--- src/hw/rtl/tnsf_pkg.sv ---
// Shared types and constants of the nine-sample touch filter.
package tnsf_pkg;

    localparam int GROUPS            = 3;
    localparam int SAMPLES_PER_GROUP = 3;
    localparam int NUM_SUMS          = 2 * GROUPS;
    localparam int GRP_W             = 2;
    localparam int SUM_SEL_W         = 3;
    localparam int POS_W             = 12;
    localparam int THR_W             = 12;

    localparam logic [THR_W-1:0]     THR_RESET = THR_W'(2);
    localparam logic [GRP_W-1:0]     LAST_GRP  = GRP_W'(GROUPS - 1);
    localparam logic [GRP_W-1:0]     LAST_SMP  = GRP_W'(SAMPLES_PER_GROUP - 1);
    localparam logic [SUM_SEL_W-1:0] LAST_SUM  = SUM_SEL_W'(NUM_SUMS - 1);

    typedef enum logic [2:0] {
        ST_ACCUM  = 3'b001,
        ST_DIVIDE = 3'b010,
        ST_EVAL   = 3'b100
    } state_t;

    typedef struct packed {
        logic                 acc_en;
        logic [GRP_W-1:0]     grp_sel;
        logic                 div_en;
        logic [SUM_SEL_W-1:0] div_sel;
        logic                 eval_en;
    } cmd_t;

endpackage

--- src/hw/rtl/tnsf_ctrl.sv ---
// Controller of the touch filter: sample counting, divide sequencing and output handshake.
module tnsf_ctrl
    import tnsf_pkg::*;
(
    input  logic clk,
    input  logic rst_n,
    input  logic in_valid,
    output logic in_stall,
    output logic out_valid,
    input  logic out_stall,
    output cmd_t cmd
);

    state_t               state_reg, state_next;
    logic [GRP_W-1:0]     smp_cnt_reg, smp_cnt_next;
    logic [GRP_W-1:0]     grp_cnt_reg, grp_cnt_next;
    logic [SUM_SEL_W-1:0] div_cnt_reg, div_cnt_next;
    logic                 out_valid_reg, out_valid_next;
    logic                 in_acc;
    logic                 out_free;

    assign in_stall  = (state_reg != ST_ACCUM);
    assign in_acc    = in_valid && !in_stall;
    assign out_free  = !out_valid_reg || !out_stall;
    assign out_valid = out_valid_reg;

    always_comb
    begin
        state_next     = state_reg;
        smp_cnt_next   = smp_cnt_reg;
        grp_cnt_next   = grp_cnt_reg;
        div_cnt_next   = div_cnt_reg;
        cmd.acc_en     = 1'b0;
        cmd.grp_sel    = grp_cnt_reg;
        cmd.div_en     = 1'b0;
        cmd.div_sel    = div_cnt_reg;
        cmd.eval_en    = 1'b0;

        case (state_reg)
            ST_ACCUM:
            begin
                if (in_acc)
                begin
                    cmd.acc_en = 1'b1;
                    if (smp_cnt_reg == LAST_SMP)
                    begin
                        smp_cnt_next = '0;
                        if (grp_cnt_reg == LAST_GRP)
                        begin
                            grp_cnt_next = '0;
                            div_cnt_next = '0;
                            state_next   = ST_DIVIDE;
                        end
                        else
                        begin
                            grp_cnt_next = grp_cnt_reg + 1'b1;
                        end
                    end
                    else
                    begin
                        smp_cnt_next = smp_cnt_reg + 1'b1;
                    end
                end
            end
            ST_DIVIDE:
            begin
                // One group sum goes through the shared divide-by-three unit per cycle.
                cmd.div_en = 1'b1;
                if (div_cnt_reg == LAST_SUM)
                begin
                    state_next = ST_EVAL;
                end
                else
                begin
                    div_cnt_next = div_cnt_reg + 1'b1;
                end
            end
            ST_EVAL:
            begin
                // Wait here until the output register can take the new word.
                if (out_free)
                begin
                    cmd.eval_en = 1'b1;
                    state_next  = ST_ACCUM;
                end
            end
            default:
            begin
                state_next = ST_ACCUM;
            end
        endcase
    end

    always_comb
    begin
        if (cmd.eval_en)
        begin
            out_valid_next = 1'b1;
        end
        else if (!out_stall)
        begin
            out_valid_next = 1'b0;
        end
        else
        begin
            out_valid_next = out_valid_reg;
        end
    end

    always_ff @(posedge clk or negedge rst_n)
    begin
        if (!rst_n)
        begin
            state_reg     <= ST_ACCUM;
            smp_cnt_reg   <= '0;
            grp_cnt_reg   <= '0;
            div_cnt_reg   <= '0;
            out_valid_reg <= 1'b0;
        end
        else
        begin
            state_reg     <= state_next;
            smp_cnt_reg   <= smp_cnt_next;
            grp_cnt_reg   <= grp_cnt_next;
            div_cnt_reg   <= div_cnt_next;
            out_valid_reg <= out_valid_next;
        end
    end

endmodule

--- src/hw/rtl/tnsf_dpath.sv ---
// Datapath of the touch filter: group sums, shared divide by three, spread check and output word.
module tnsf_dpath
    import tnsf_pkg::*;
#(
    parameter int ADC_BITS = 12
)
(
    input  logic                clk,
    input  logic                rst_n,
    input  cmd_t                cmd,
    input  logic                cfg_wr,
    input  logic [THR_W-1:0]    cfg_data,
    input  logic [ADC_BITS-1:0] sample_x,
    input  logic [ADC_BITS-1:0] sample_y,
    output logic                touch_valid,
    output logic [POS_W-1:0]    pos_x,
    output logic [POS_W-1:0]    pos_y
);

    localparam int SUM_W     = ADC_BITS + 2;
    localparam int DIV_SHIFT = SUM_W + 2;
    localparam int PROD_W    = SUM_W + DIV_SHIFT;
    localparam int CW        = (ADC_BITS > THR_W) ? ADC_BITS : THR_W;
    localparam logic [DIV_SHIFT-1:0] RECIP = DIV_SHIFT'(((64'd1 << DIV_SHIFT) + 64'd2) / 64'd3);

    logic [SUM_W-1:0]    x_sum_reg [GROUPS];
    logic [SUM_W-1:0]    y_sum_reg [GROUPS];
    logic [ADC_BITS-1:0] avg_reg   [NUM_SUMS];
    logic [THR_W-1:0]    thr_reg;
    logic                touch_valid_reg;
    logic [POS_W-1:0]    pos_x_reg;
    logic [POS_W-1:0]    pos_y_reg;
    logic [SUM_W-1:0]    div_in;
    logic [PROD_W-1:0]   div_prod;
    logic [ADC_BITS-1:0] div_quot;
    logic [POS_W:0]      x_res;
    logic [POS_W:0]      y_res;
    logic                both_pass;

    // Returns the pass flag above the selected mean of one axis.
    function automatic logic [POS_W:0] axis_eval(
        input logic [ADC_BITS-1:0] a0,
        input logic [ADC_BITS-1:0] a1,
        input logic [ADC_BITS-1:0] a2,
        input logic [THR_W-1:0]    thr
    );
        logic [ADC_BITS-1:0] m0;
        logic [ADC_BITS-1:0] m1;
        logic [ADC_BITS-1:0] m2;
        logic [CW-1:0]       t;
        logic [ADC_BITS:0]   pair;
        logic [CW-1:0]       mean;
        logic                pass;
        m0   = (a0 > a1) ? (a0 - a1) : (a1 - a0);
        m1   = (a1 > a2) ? (a1 - a2) : (a2 - a1);
        m2   = (a2 > a0) ? (a2 - a0) : (a0 - a2);
        t    = CW'(thr);
        pass = !((CW'(m0) > t) && (CW'(m1) > t) && (CW'(m2) > t));
        if (m0 < m1)
        begin
            pair = (m2 < m0) ? ({1'b0, a0} + {1'b0, a2}) : ({1'b0, a0} + {1'b0, a1});
        end
        else
        begin
            pair = (m2 < m1) ? ({1'b0, a0} + {1'b0, a2}) : ({1'b0, a1} + {1'b0, a2});
        end
        mean = CW'(pair[ADC_BITS:1]);
        return {pass, mean[POS_W-1:0]};
    endfunction

    always_comb
    begin
        case (cmd.div_sel)
            3'd0:    div_in = x_sum_reg[0];
            3'd1:    div_in = x_sum_reg[1];
            3'd2:    div_in = x_sum_reg[2];
            3'd3:    div_in = y_sum_reg[0];
            3'd4:    div_in = y_sum_reg[1];
            3'd5:    div_in = y_sum_reg[2];
            default: div_in = '0;
        endcase
    end

    // Division by three as a multiplication by a rounded-up reciprocal; exact for every sum.
    assign div_prod = PROD_W'(div_in) * PROD_W'(RECIP);
    assign div_quot = div_prod[DIV_SHIFT +: ADC_BITS];

    assign x_res     = axis_eval(avg_reg[0], avg_reg[1], avg_reg[2], thr_reg);
    assign y_res     = axis_eval(avg_reg[3], avg_reg[4], avg_reg[5], thr_reg);
    assign both_pass = x_res[POS_W] && y_res[POS_W];

    always_ff @(posedge clk or negedge rst_n)
    begin
        if (!rst_n)
        begin
            for (int g = 0; g < GROUPS; g++)
            begin
                x_sum_reg[g] <= '0;
                y_sum_reg[g] <= '0;
            end
            thr_reg <= THR_RESET;
        end
        else
        begin
            if (cfg_wr)
            begin
                thr_reg <= cfg_data;
            end
            if (cmd.eval_en)
            begin
                for (int g = 0; g < GROUPS; g++)
                begin
                    x_sum_reg[g] <= '0;
                    y_sum_reg[g] <= '0;
                end
            end
            else if (cmd.acc_en)
            begin
                x_sum_reg[cmd.grp_sel] <= x_sum_reg[cmd.grp_sel] + SUM_W'(sample_x);
                y_sum_reg[cmd.grp_sel] <= y_sum_reg[cmd.grp_sel] + SUM_W'(sample_y);
            end
        end
    end

    always_ff @(posedge clk)
    begin
        if (cmd.div_en)
        begin
            avg_reg[cmd.div_sel] <= div_quot;
        end
        if (cmd.eval_en)
        begin
            touch_valid_reg <= both_pass;
            pos_x_reg       <= both_pass ? x_res[POS_W-1:0] : '0;
            pos_y_reg       <= both_pass ? y_res[POS_W-1:0] : '0;
        end
    end

    assign touch_valid = touch_valid_reg;
    assign pos_x       = pos_x_reg;
    assign pos_y       = pos_y_reg;

endmodule

--- src/hw/rtl/touch_nine_sample_filter.sv ---
// Top level of the nine-sample touch filter: controller and datapath.
//
//   channel  direction  handshake              word
//   input    in         in_valid / in_stall    sample_x, sample_y
//   output   out        out_valid / out_stall  touch_valid, pos_x, pos_y
//   config   in         cfg_valid / cfg_ready  cfg_data (spread threshold)
//
// Sample pairs are taken one per cycle while in_stall is low; after the ninth pair the input
// stalls while the shared divide-by-three unit handles the six group sums one after another,
// during the spread check, and during any wait for the output register.
// Reset clears the group sums and counters and sets the threshold to two.
// The output word is held in a register, so a stalled output only blocks the next set's end.
module touch_nine_sample_filter
    import tnsf_pkg::*;
#(
    parameter int ADC_BITS = 12
)
(
    input  logic                clk,
    input  logic                rst_n,
    input  logic                in_valid,
    output logic                in_stall,
    input  logic [ADC_BITS-1:0] sample_x,
    input  logic [ADC_BITS-1:0] sample_y,
    output logic                out_valid,
    input  logic                out_stall,
    output logic                touch_valid,
    output logic [POS_W-1:0]    pos_x,
    output logic [POS_W-1:0]    pos_y,
    input  logic                cfg_valid,
    output logic                cfg_ready,
    input  logic [THR_W-1:0]    cfg_data
);

    cmd_t cmd;

    assign cfg_ready = 1'b1;

    tnsf_ctrl u_ctrl (
        .clk       (clk),
        .rst_n     (rst_n),
        .in_valid  (in_valid),
        .in_stall  (in_stall),
        .out_valid (out_valid),
        .out_stall (out_stall),
        .cmd       (cmd)
    );

    tnsf_dpath #(
        .ADC_BITS (ADC_BITS)
    ) u_dpath (
        .clk         (clk),
        .rst_n       (rst_n),
        .cmd         (cmd),
        .cfg_wr      (cfg_valid && cfg_ready),
        .cfg_data    (cfg_data),
        .sample_x    (sample_x),
        .sample_y    (sample_y),
        .touch_valid (touch_valid),
        .pos_x       (pos_x),
        .pos_y       (pos_y)
    );

endmodule

--- config.mk ---
export PLATFORM = sky130hd
export DESIGN_NAME = touch_nine_sample_filter
export DESIGN_NICKNAME = d
export VERILOG_FILES = /design/src/hw/rtl/tnsf_pkg.sv /design/src/hw/rtl/tnsf_ctrl.sv /design/src/hw/rtl/tnsf_dpath.sv /design/src/hw/rtl/touch_nine_sample_filter.sv
export SDC_FILE = /design/constraint.sdc
export NUM_CORES = 1
export LEC_CHECK = 0
export BUFFER_PORTS_ARGS = -buffer_cell sky130_fd_sc_hd__buf_4
export CAP_MARGIN = 20
export CORE_UTILIZATION = 35
export DETAILED_ROUTE_END_ITERATION = 7
export PLACE_DENSITY = 0.55
export RECOVER_POWER = 100
export SLEW_MARGIN = 30
export SYNTH_ARGS = -nofsm -noshare
export SYNTH_HDL_FRONTEND = slang
export SYNTH_SLANG_ARGS = --single-unit
--- constraint.sdc ---
create_clock -name clk -period 11.5 [get_ports clk]
set_input_delay 1.15 -clock clk [delete_from_list [all_inputs] [get_ports clk]]
set_output_delay 1.15 -clock clk [all_outputs]
set_load 0.01 [all_outputs]
# After elaboration in Yosys (flattened, before gate mapping)
# Memories as Yosys holds them, arrays and structs flattened.
# Index checks and enable logic that the tools add are counted.
# classes
muxes	49
shifts	0
n_reduce_logical	20
magnitude_cmp	20
div_mod_pow	0
n_eq_ne	18
mul	1
add_sub_neg	23
bitwise_logic	1
# ops
op	count
42-bit 2-to-1 mux	4
12-bit greater-than comparator	12
12-bit subtractor	12
42-bit bitwise mux	2
14-bit one-hot mux with 6 select lines	1
12-bit by 12-bit adder with 13-bit output	6
13-bit 2-to-1 mux	6
12-bit less-than comparator	6
12-bit 2-to-1 mux	6
14-bit 2-to-1 mux	5
14-bit binary-select mux with 2-bit select	2
14-bit by 12-bit adder with 14-bit output	2
14-bit demux with 2-bit select	1
14-bit by 14-bit multiplier with 27-bit output, second input constant	1
3-bit 2-to-1 mux	9
2-bit by 1-bit != test with 1-bit output, second input constant	6
5-bit AND reduction	2
3-bit by 2-bit equality test with 1-bit output, second input constant	3
3-bit equality test, second input constant	3
1-bit 2-to-1 mux	9
3-bit one-hot mux with 3 select lines	1
1-bit logical AND	7
3-bit by 1-bit equality test with 1-bit output, second input constant	2
3-bit one-hot mux with 2 select lines	1
15 further kinds	23
# totals
mem_count	1
reg_bits	132
romBits	0
latchBits	0
out_inout_bits	28
mem_bits_rw	72
# mem_list
name	depth	word_bits	read_ports	rd_clocked_by_memory_dff	wr	line	source
u_dpath.avg_reg	6	12	6	0	1	tnsf_dpath.sv:28	logic [ADC_BITS-1:0] avg_reg [NUM_SUMS];

# Logic depth before layout (Yosys ltp)
# Gate-level depths: netlist of run 1.
# logic_depth
word_depth	8
ltp_mapped	30
ltp_nobuf	28

# By module
# From an unflattened synthesis of run 1, not the netlist that was laid out.
# unflattened
hier_cells	2929
hier_area_um2	25864.8
# modules_own_cells
mod	seq_area_each_um2	cells_each	instances	area_each_um2
tnsf_dpath	5316.3	2873	1	25256.7
tnsf_ctrl	276.5	54	1	596.8
touch_nine_sample_filter	0.0	2	1	11.3

# Worst setup path after synthesis of run 1
# OpenSTA, ideal clock, no wires.
# synth_timing
path_kind	register to register
start	register u_ctrl.div_cnt_reg[1]
end	memory u_dpath.avg_reg[0][11], data pin
setup_slack_ns	4.447
required_time_ns	11.297
n_path_buf	3
path_stages_with_launch	30
t_arrival_ns	6.849
path_cell_list	dfrtp_1 > clkbuf_2 > inv_1 > ha_1 > clkbuf_1 > clkbuf_1 > a32oi_1 > o21ai_0 > o21ai_0 > a2bb2oi_1 > ha_1 > ha_1 > inv_1 > fa_1 > inv_1 > fa_1 > fa_1 > inv_1 > fa_1 > inv_1 > ha_1 > a21o_1 > a21oi_1 > nor2b_1 > o41ai_1 > a2bb2oi_1 > o31ai_4 > a211oi_4 > a211oi_1 > a211oi_2
# synth_between
elab_chain_len	3
elab_cells_between_ends	8
cone_classes	1 x mul; 5 x eq/ne; 1 x mux; 1 x reduce/logical
# synth_rtl
element	line	source
start: declaration	tnsf_ctrl.sv:17	logic [SUM_SEL_W-1:0] div_cnt_reg, div_cnt_next;
start signal: assignment	tnsf_ctrl.sv:125	div_cnt_reg <= div_cnt_next;
3-bit equality test (tied with other cells)	tnsf_dpath.sv:73	case (cmd.div_sel)
14-bit one-hot mux with 6 select lines (*)	tnsf_dpath.sv:73	
14-bit by 14-bit multiplier with 27-bit output (*)	tnsf_dpath.sv:85	assign div_prod = PROD_W'(div_in) * PROD_W'(RECIP);
via u_dpath.div_prod[27]	tnsf_dpath.sv:34	logic [PROD_W-1:0] div_prod;
end: declaration	tnsf_dpath.sv:28	
# The timed path passes the listed nets; every way through them passes the cells marked *.

# Worst setup path after layout of run 1
# layout_timing
start	register u_ctrl.div_cnt_reg[2]
end	memory u_dpath.avg_reg[5][11], data pin
# Same word-level chain as after synthesis.

==> metrics.txt, run 1 <==
# TYPE chip_impl_metric gauge
chip_impl_metric{name="achievable-frequency",unit="GHz"} 0.110
chip_impl_metric{name="cts_resized",unit=""} 0
chip_impl_metric{name="core_area",unit="sq um"} 71600
chip_impl_metric{name="starting_density_of_the_core",unit=""} 0.355
chip_impl_info{name="failed_checks",value="capacitance limit, slew limit"} 1
chip_impl_metric{name="htree_levels",unit=""} 1
chip_impl_metric{name="remaining_drc_errors",unit=""} 0
chip_impl_info{name="holdCritStartpoint",value="u_ctrl.smp_cnt_reg[1]"} 1
chip_impl_metric{name="synth_async_sr_flop_share",unit=""} 0.525
chip_impl_info{name="setup_repair_after_global_routing_missed_its_margin",value="no"} 1
chip_impl_metric{name="drt-pass1-iter-count",unit=""} 7
chip_impl_metric{name="count_of_unique_library_cells_instantiated_by_yosys",unit=""} 94
chip_impl_metric{name="critPathRequiredTime",unit="ns"} 11.84
chip_impl_metric{name="port_buffers",unit=""} 67
chip_impl_metric{name="synth_cells",unit=""} 2866
chip_impl_info{name="cts-root-buf",value="sky130_fd_sc_hd__clkbuf_16"} 1
chip_impl_info{name="worst_setup_path_end_kind",value="register"} 1
chip_impl_metric{name="max-clock-path-buffers",unit=""} 3
chip_impl_metric{name="detail-route-antenna-nets",unit=""} 0
chip_impl_metric{name="design.portCount",unit=""} 69
chip_impl_metric{name="fin_tns_setup",unit="ns"} 0
chip_impl_info{name="most_common_cell_after_layout_fill_and_taps_aside",value="sky130_fd_sc_hd__ha_1"} 1
chip_impl_metric{name="number_of_enable_flip_flop_cells_after_synthesis",unit=""} 97
chip_impl_metric{name="drv_slew",unit=""} 325
chip_impl_metric{name="timing_worst_slew_pin_value",unit="ns"} 3.73
chip_impl_info{name="crit_path_start_kind",value="register"} 1
chip_impl_info{name="crit_top_cell",value="sky130_fd_sc_hd__inv_1"} 1
chip_impl_info{name="timing.setup.critical_path_class",value="register to register"} 1
chip_impl_info{name="synth_area_leader_cell",value="sky130_fd_sc_hd__ha_1"} 1
chip_impl_metric{name="worstPathMaxFanout",unit=""} 43
chip_impl_info{name="r2r-start",value="u_ctrl.div_cnt_reg[2]"} 1
chip_impl_metric{name="cts_num_sinks",unit=""} 204
chip_impl_metric{name="die_y",unit="um"} 271
chip_impl_metric{name="area_growth_syn_to_layout",unit="%"} 7.87
chip_impl_info{name="tritoncts",value="yes"} 1
chip_impl_metric{name="max_ffs_per_register",unit=""} 72
chip_impl_metric{name="post_synth_top_area_share",unit=""} 0.230
chip_impl_metric{name="first_global_vias",unit=""} 20100
chip_impl_metric{name="detailed_route_vias_per_instance",unit=""} 5.31
chip_impl_metric{name="area.sequential",unit="sq um"} 5590
chip_impl_metric{name="yosysSeqAreaShare",unit=""} 0.220
chip_impl_info{name="synth_ff_type",value="sky130_fd_sc_hd__dfrtp_1"} 1
chip_impl_metric{name="dr.first_iter.drc_count",unit=""} 1380
chip_impl_metric{name="critPathArrivalTime",unit="ns"} 9.41
chip_impl_metric{name="timing.clock.skew",unit="ns"} 0.0245
chip_impl_metric{name="fill_cell_total_of_the_finished_layout",unit=""} 7393
chip_impl_metric{name="cts_made_buffers",unit=""} 27
chip_impl_info{name="cpMaxStageDelayCell",value="sky130_fd_sc_hd__clkbuf_1"} 1
chip_impl_info{name="layout.cells.most_common_list",value="sky130_fd_sc_hd__ha_1, sky130_fd_sc_hd__inv_1, sky130_fd_sc_hd__a21oi_1"} 1
chip_impl_metric{name="synthesized_flop_and_latch_total",unit=""} 204
chip_impl_metric{name="worst_hold_path.num_cells",unit=""} 2
chip_impl_metric{name="cp_num_buf_inv",unit=""} 6
chip_impl_metric{name="gr-total-overflow",unit=""} 0
chip_impl_metric{name="cts_hold_buffers",unit=""} 0
chip_impl_info{name="synthTopCellsByArea",value="sky130_fd_sc_hd__ha_1, sky130_fd_sc_hd__edfxtp_1, sky130_fd_sc_hd__dfrtp_1"} 1
chip_impl_info{name="min_path_type",value="register to register"} 1
chip_impl_metric{name="setup_violations",unit=""} 0
chip_impl_metric{name="yosysWarnings",unit=""} 0
chip_impl_metric{name="std_cell_rows",unit=""} 98
chip_impl_metric{name="vias",unit=""} 20300
chip_impl_metric{name="cp_slowest_stage_delay",unit="ns"} 1.31
chip_impl_metric{name="fp.dieArea",unit="sq um"} 73600
chip_impl_metric{name="post-route-period-util",unit=""} 0.788
chip_impl_metric{name="drive_gt1_frac",unit=""} 0.0562
chip_impl_info{name="critical-path-top-delay-family",value="adder cells"} 1
chip_impl_metric{name="clk_pin_slew_worst_paths",unit="ns"} 0.06
chip_impl_metric{name="synth_area",unit="sq um"} 25400
chip_impl_info{name="run_status",value="finished, violations left"} 1
chip_impl_metric{name="postRouteWirelength",unit="mm"} 74.5
chip_impl_metric{name="timing.max_cap.violations",unit=""} 8
chip_impl_metric{name="multiInputGateArea",unit="sq um"} 18000
chip_impl_metric{name="reg2reg_depth",unit=""} 27
chip_impl_metric{name="design.final.nets",unit=""} 3444
chip_impl_metric{name="placement.setup.worst_slack",unit="ns"} 3.58
chip_impl_metric{name="reg2reg_slack",unit="ns"} 2.43
chip_impl_metric{name="globalplace.congestion",unit=""} 0.916
chip_impl_info{name="holdPathEnd",value="u_ctrl.smp_cnt_reg[1]"} 1
chip_impl_metric{name="timing_hold_violations_final",unit=""} 0
chip_impl_metric{name="place.detailed.hpwl",unit="mm"} 61.1
chip_impl_metric{name="largest_net_degree_at_the_start_of_global_routing",unit=""} 86
chip_impl_metric{name="layout_min_cycle_time",unit="ns"} 9.07
chip_impl_metric{name="syn_area_per_cell",unit="sq um"} 8.86
chip_impl_metric{name="synth_fp_nets",unit=""} 3449
chip_impl_metric{name="die_span_in_x",unit="um"} 271
chip_impl_metric{name="global_route.usage.total",unit=""} 0.200
chip_impl_metric{name="final_critical_path_setup_slack",unit="ns"} 2.43
chip_impl_metric{name="cts_post_setup_buffers_inserted",unit=""} 0
chip_impl_metric{name="antenna_found_initial",unit=""} 0
chip_impl_metric{name="post_drt_wl_per_cell",unit="um"} 19.4
chip_impl_metric{name="grt_first_pass_wirelength",unit="mm"} 116
chip_impl_metric{name="worstSkewPairLatency",unit="ns"} 0.59
chip_impl_metric{name="slew-limit-headroom",unit=""} -1.48
chip_impl_info{name="r2r-end",value="u_dpath.avg_reg[5][11]"} 1
worst reg2reg max path: stages (launching register included):
cell and delay (ns):
sky130_fd_sc_hd__dfrtp_1 0.31, sky130_fd_sc_hd__clkbuf_1 1.31, sky130_fd_sc_hd__inv_1 0.38, sky130_fd_sc_hd__ha_1 0.52
sky130_fd_sc_hd__a32oi_1 0.24, sky130_fd_sc_hd__o21ai_0 0.14, sky130_fd_sc_hd__o21ai_0 0.24, sky130_fd_sc_hd__a2bb2oi_1 0.19
sky130_fd_sc_hd__ha_1 0.49, sky130_fd_sc_hd__ha_1 0.32, sky130_fd_sc_hd__inv_1 0.06, sky130_fd_sc_hd__fa_1 0.57
sky130_fd_sc_hd__inv_1 0.06, sky130_fd_sc_hd__fa_1 0.46, sky130_fd_sc_hd__fa_1 0.49, sky130_fd_sc_hd__inv_1 0.05
sky130_fd_sc_hd__fa_1 0.49, sky130_fd_sc_hd__inv_1 0.04, sky130_fd_sc_hd__ha_1 0.28, sky130_fd_sc_hd__a21o_1 0.16
sky130_fd_sc_hd__a21oi_1 0.13, sky130_fd_sc_hd__nor2b_1 0.07, sky130_fd_sc_hd__o41ai_1 0.29, sky130_fd_sc_hd__a2bb2oi_1 0.21
sky130_fd_sc_hd__o31ai_1 0.17, sky130_fd_sc_hd__a211oi_1 0.59, sky130_fd_sc_hd__a211oi_1 0.17, sky130_fd_sc_hd__a211oi_2 0.38
layout make-up:
| cell class | count | area share |
|---|---|---|
| timing repair buffer | 84 | 0.0179 |
| multi-input combinational | 2210 | 0.658 |
| antenna | 1 | 0.0000913 |
| inverter | 334 | 0.0458 |
| clock inverter | 15 | 0.00507 |
| sequential | 204 | 0.204 |
| clock buffer | 34 | 0.0260 |
| tap | 950 | 0.0434 |
kinds of logic after synthesis:
logic type / Yosys count / synth area share
compound gates: 813 / 0.209
xor+xnor: 161 / 0.0555
fa+ha+maj: 542 / 0.289
buf+inv: 452 / 0.0700
flops: 204 / 0.220
mux: 100 / 0.0408
other cells: 1 / 0.000148
simple gates: 593 / 0.115
per-stage QoR:
stage / util / hold WS (ns) / cells / cell area (sq um)
floorplan: - / 0.455 / 2866 / 25400
global placement: 0.374 / 0.483 / 3781 / 26800
detailed placement: 0.374 / 0.481 / 3781 / 26800
CTS: 0.385 / 0.495 / 3830 / 27600
global route: 0.383 / 0.508 / 3831 / 27400
finish: 0.383 / 0.494 / 3832 / 27400
how the worst max path moves through the flow:
stage                                startpoint                      to  slack (ns)  cells after the start
after CTS                 u_ctrl.div_cnt_reg[1]   u_dpath.avg_reg[0][9]        3.60                     26
after detailed placement  u_ctrl.div_cnt_reg[1]   u_dpath.avg_reg[3][9]        3.58                     26
after global placement    u_ctrl.div_cnt_reg[1]  u_dpath.avg_reg[3][11]        3.74                     26
after floorplan           u_ctrl.div_cnt_reg[1]  u_dpath.avg_reg[0][11]        4.45                     29
final                     u_ctrl.div_cnt_reg[2]  u_dpath.avg_reg[5][11]        2.43                     27
after global routing      u_ctrl.div_cnt_reg[2]   u_dpath.avg_reg[0][9]        1.55                     27
Yosys cell counts, drive strengths merged (43+ instances only):
library cell	n
ha	466
inv	334
o21ai	223
a21oi	218
nand2	137
nand3	126
xnor2	125
nor2	119
dfrtp	105
edfxtp	97
a21o	94
fa	76
mux2i	74
clkbuf	67
buf	51
nor3	46
o21bai	45
nor2b	43
per-layer routing:
layer / vias up / wire [um] / track usage
met1: 9671 / 35100 / 0.274
li1: 10100 / - / -
met5: - / 0 / 0
met2: 444 / 34700 / 0.341
met3: 84 / 2980 / 0.0172
met4: 0 / 1700 / 0.0448
Power of run 1 is left out: the tool's default activity adds up to more than one toggle a clock period on the data nets, which glitch-free logic cannot reach.
==> run 2: changes to the inputs <==
- PLACE_DENSITY: 0.55 -> 0.57
- clock period: 11.5 -> 7.45 ns (I/O delays scaled with it)
==> metrics.txt, run 2 (same netlist as run 1, synthesis figures left out) <==
# TYPE chip_impl_metric gauge
chip_impl_info{name="run_status",value="finished, violations left"} 1
chip_impl_info{name="failed_checks",value="capacitance limit, slew limit"} 1
chip_impl_metric{name="core_area",unit="sq um"} 71600
chip_impl_info{name="r2r-end",value="u_dpath.avg_reg[4][11]"} 1
chip_impl_metric{name="layout_min_cycle_time",unit="ns"} 7.06
chip_impl_info{name="min_path_type",value="primary input to register"} 1
chip_impl_info{name="timing.critical_path.from",value="u_ctrl.div_cnt_reg[1]"} 1
chip_impl_metric{name="whs",unit="ns"} 0.388
chip_impl_metric{name="die_y",unit="um"} 271
chip_impl_metric{name="gr-total-overflow",unit=""} 0
chip_impl_metric{name="cp_slowest_stage_delay",unit="ns"} 0.57
chip_impl_info{name="crit_top_cell",value="sky130_fd_sc_hd__inv_1"} 1
chip_impl_metric{name="remaining_drc_errors",unit=""} 0
chip_impl_metric{name="place.detailed.hpwl",unit="mm"} 61.9
chip_impl_metric{name="clk_pin_slew_worst_paths",unit="ns"} 0.06
chip_impl_metric{name="design.portCount",unit=""} 69
chip_impl_metric{name="antenna_found_initial",unit=""} 0
chip_impl_metric{name="cts_num_sinks",unit=""} 204
chip_impl_metric{name="post-route-period-util",unit=""} 0.948
chip_impl_metric{name="timing_hold_violations_final",unit=""} 0
chip_impl_metric{name="globalplace.congestion",unit=""} 0.922
chip_impl_metric{name="cts_hold_buffers",unit=""} 0
chip_impl_info{name="timing.setup.critical_path_class",value="register to register"} 1
chip_impl_metric{name="timing_worst_slew_pin_value",unit="ns"} 3.34
chip_impl_metric{name="reg2reg_slack",unit="ns"} 0.39
chip_impl_metric{name="drt-pass1-iter-count",unit=""} 5
chip_impl_info{name="cpMaxStageDelayCell",value="sky130_fd_sc_hd__fa_1"} 1
chip_impl_metric{name="cts_made_buffers",unit=""} 28
chip_impl_info{name="worst_setup_path_end_kind",value="register"} 1
chip_impl_metric{name="first_global_vias",unit=""} 20600
chip_impl_metric{name="design.final.nets",unit=""} 3465
chip_impl_metric{name="max_ffs_per_register",unit=""} 72
chip_impl_metric{name="dr.first_iter.drc_count",unit=""} 1318
chip_impl_metric{name="global_route.usage.total",unit=""} 0.202
chip_impl_metric{name="detail-route-antenna-nets",unit=""} 0
chip_impl_metric{name="largest_net_degree_at_the_start_of_global_routing",unit=""} 85
chip_impl_metric{name="htree_levels",unit=""} 1
chip_impl_metric{name="starting_density_of_the_core",unit=""} 0.355
chip_impl_metric{name="setup_violations",unit=""} 0
chip_impl_metric{name="postRouteWirelength",unit="mm"} 75.3
chip_impl_metric{name="port_buffers",unit=""} 67
chip_impl_metric{name="worstSkewPairLatency",unit="ns"} 0.60
chip_impl_metric{name="reg2reg_depth",unit=""} 30
chip_impl_metric{name="antenna_cells",unit=""} 0
chip_impl_metric{name="fp.dieArea",unit="sq um"} 73600
chip_impl_metric{name="drive_gt1_frac",unit=""} 0.0702
chip_impl_metric{name="timing.clock.skew",unit="ns"} 0.0434
chip_impl_info{name="most_common_cell_after_layout_fill_and_taps_aside",value="sky130_fd_sc_hd__ha_1"} 1
chip_impl_info{name="r2r-start",value="u_ctrl.div_cnt_reg[1]"} 1
chip_impl_metric{name="post_drt_wl_per_cell",unit="um"} 19.5
chip_impl_metric{name="critPathRequiredTime",unit="ns"} 7.80
chip_impl_info{name="crit_path_start_kind",value="register"} 1
chip_impl_info{name="tritoncts",value="yes"} 1
chip_impl_metric{name="std_cell_rows",unit=""} 98
chip_impl_metric{name="timing.max_cap.violations",unit=""} 5
chip_impl_metric{name="grt_first_pass_wirelength",unit="mm"} 117
chip_impl_metric{name="worstPathMaxFanout",unit=""} 6
chip_impl_metric{name="area_growth_syn_to_layout",unit="%"} 9.07
chip_impl_metric{name="slew-limit-headroom",unit=""} -1.23
chip_impl_metric{name="drv_slew",unit=""} 223
chip_impl_metric{name="max-clock-path-buffers",unit=""} 3
chip_impl_info{name="layout.cells.most_common_list",value="sky130_fd_sc_hd__ha_1, sky130_fd_sc_hd__inv_1, sky130_fd_sc_hd__o21ai_0, sky130_fd_sc_hd__a21oi_1, sky130_fd_sc_hd__nand2_1"} 1
chip_impl_metric{name="vias",unit=""} 20600
chip_impl_metric{name="detailed_route_vias_per_instance",unit=""} 5.34
chip_impl_metric{name="achievable-frequency",unit="GHz"} 0.142
chip_impl_metric{name="critPathArrivalTime",unit="ns"} 7.41
chip_impl_info{name="cts-root-buf",value="sky130_fd_sc_hd__clkbuf_16"} 1
chip_impl_metric{name="die_span_in_x",unit="um"} 271
chip_impl_info{name="crit_end",value="u_dpath.avg_reg[4][11]"} 1
-- run 2: cell types whose count changed in the layout (fill, tap and decap cells not counted), moves of 2 or more --
cell | before | now
sky130_fd_sc_hd__buf_4 | 41 | 66
sky130_fd_sc_hd__clkbuf_1 | 47 | 41
sky130_fd_sc_hd__clkinv_4 | 4 | 1
sky130_fd_sc_hd__clkbuf_16 | 27 | 29
sky130_fd_sc_hd__inv_6 | 1 | 3
sky130_fd_sc_hd__inv_8 | 0 | 2
sky130_fd_sc_hd__o31ai_1 | 17 | 15
sky130_fd_sc_hd__o31ai_4 | 0 | 2
sky130_fd_sc_hd__xnor2_1 | 125 | 123
sky130_fd_sc_hd__xnor2_2 | 0 | 2
-- run 2: final cells by class --
cell class              instances  area [sq um]
inverters                     334          1250
fillers                      7335         43900
clock buffers                  34           764
flip-flops and latches        204          5600
clock inverters                18           148
multi-input cells            2210         18100
well taps                     950          1190
repair buffers                104           638
-- run 2: worst min-delay path by stage --
stage | cells after the start | slack, ns | from | to
2_1_floorplan | 0 | 0.45 | rst_n | u_ctrl.div_cnt_reg[0]
3_3_place_gp | 2 | 0.48 | u_ctrl.smp_cnt_reg[1] | u_ctrl.smp_cnt_reg[1]
3_5_place_dp | 2 | 0.49 | u_ctrl.smp_cnt_reg[1] | u_ctrl.smp_cnt_reg[1]
4_1_cts | 1 | 0.20 | rst_n | u_ctrl.out_valid
5_1_grt | 3 | 0.38 | cfg_data[7] | u_dpath.thr_reg[7]
6_report | 3 | 0.39 | cfg_data[10] | u_dpath.thr_reg[10]
-- run 2: metal layers --
metal | track usage | wire (um)
met4 | 0.0464 | 1790
met3 | 0.0150 | 2810
met5 | 0 | 0
met2 | 0.347 | 35200
met1 | 0.274 | 35500
-- run 2: through the flow --
step	setup WS [ns]	instances	TNS, ns	area (sq um)	utilization
finish	0.387	3854	0	27700	0.387
global route	-0.00676	3854	-0.0306	27700	0.387
CTS	0.0518	3852	0	27800	0.388
detailed placement	0.0762	3800	0	26900	0.376
global placement	0.268	3800	0	26900	0.376
floorplan	0.397	2866	0	25400	-
-- run 2: worst max-delay path: cells and delay by family (launching register included) --
family	cells	cell delay [ns]
adders and majority gates	8	3.06
buffers and inverters	9	0.87
AOI/OAI and AO/OA	11	2.17
DFF	1	0.41
and+or+nand+nor	2	0.27
-- run 2: timing repair --
item | CTS | global route
setup endpoints to repair | 0 | 50
gates resized for setup | 0 | 8
endpoints found under the hold margin | 0 | 0
buffers inserted | 0 | 2
Power of run 2 is left out for the same reason.
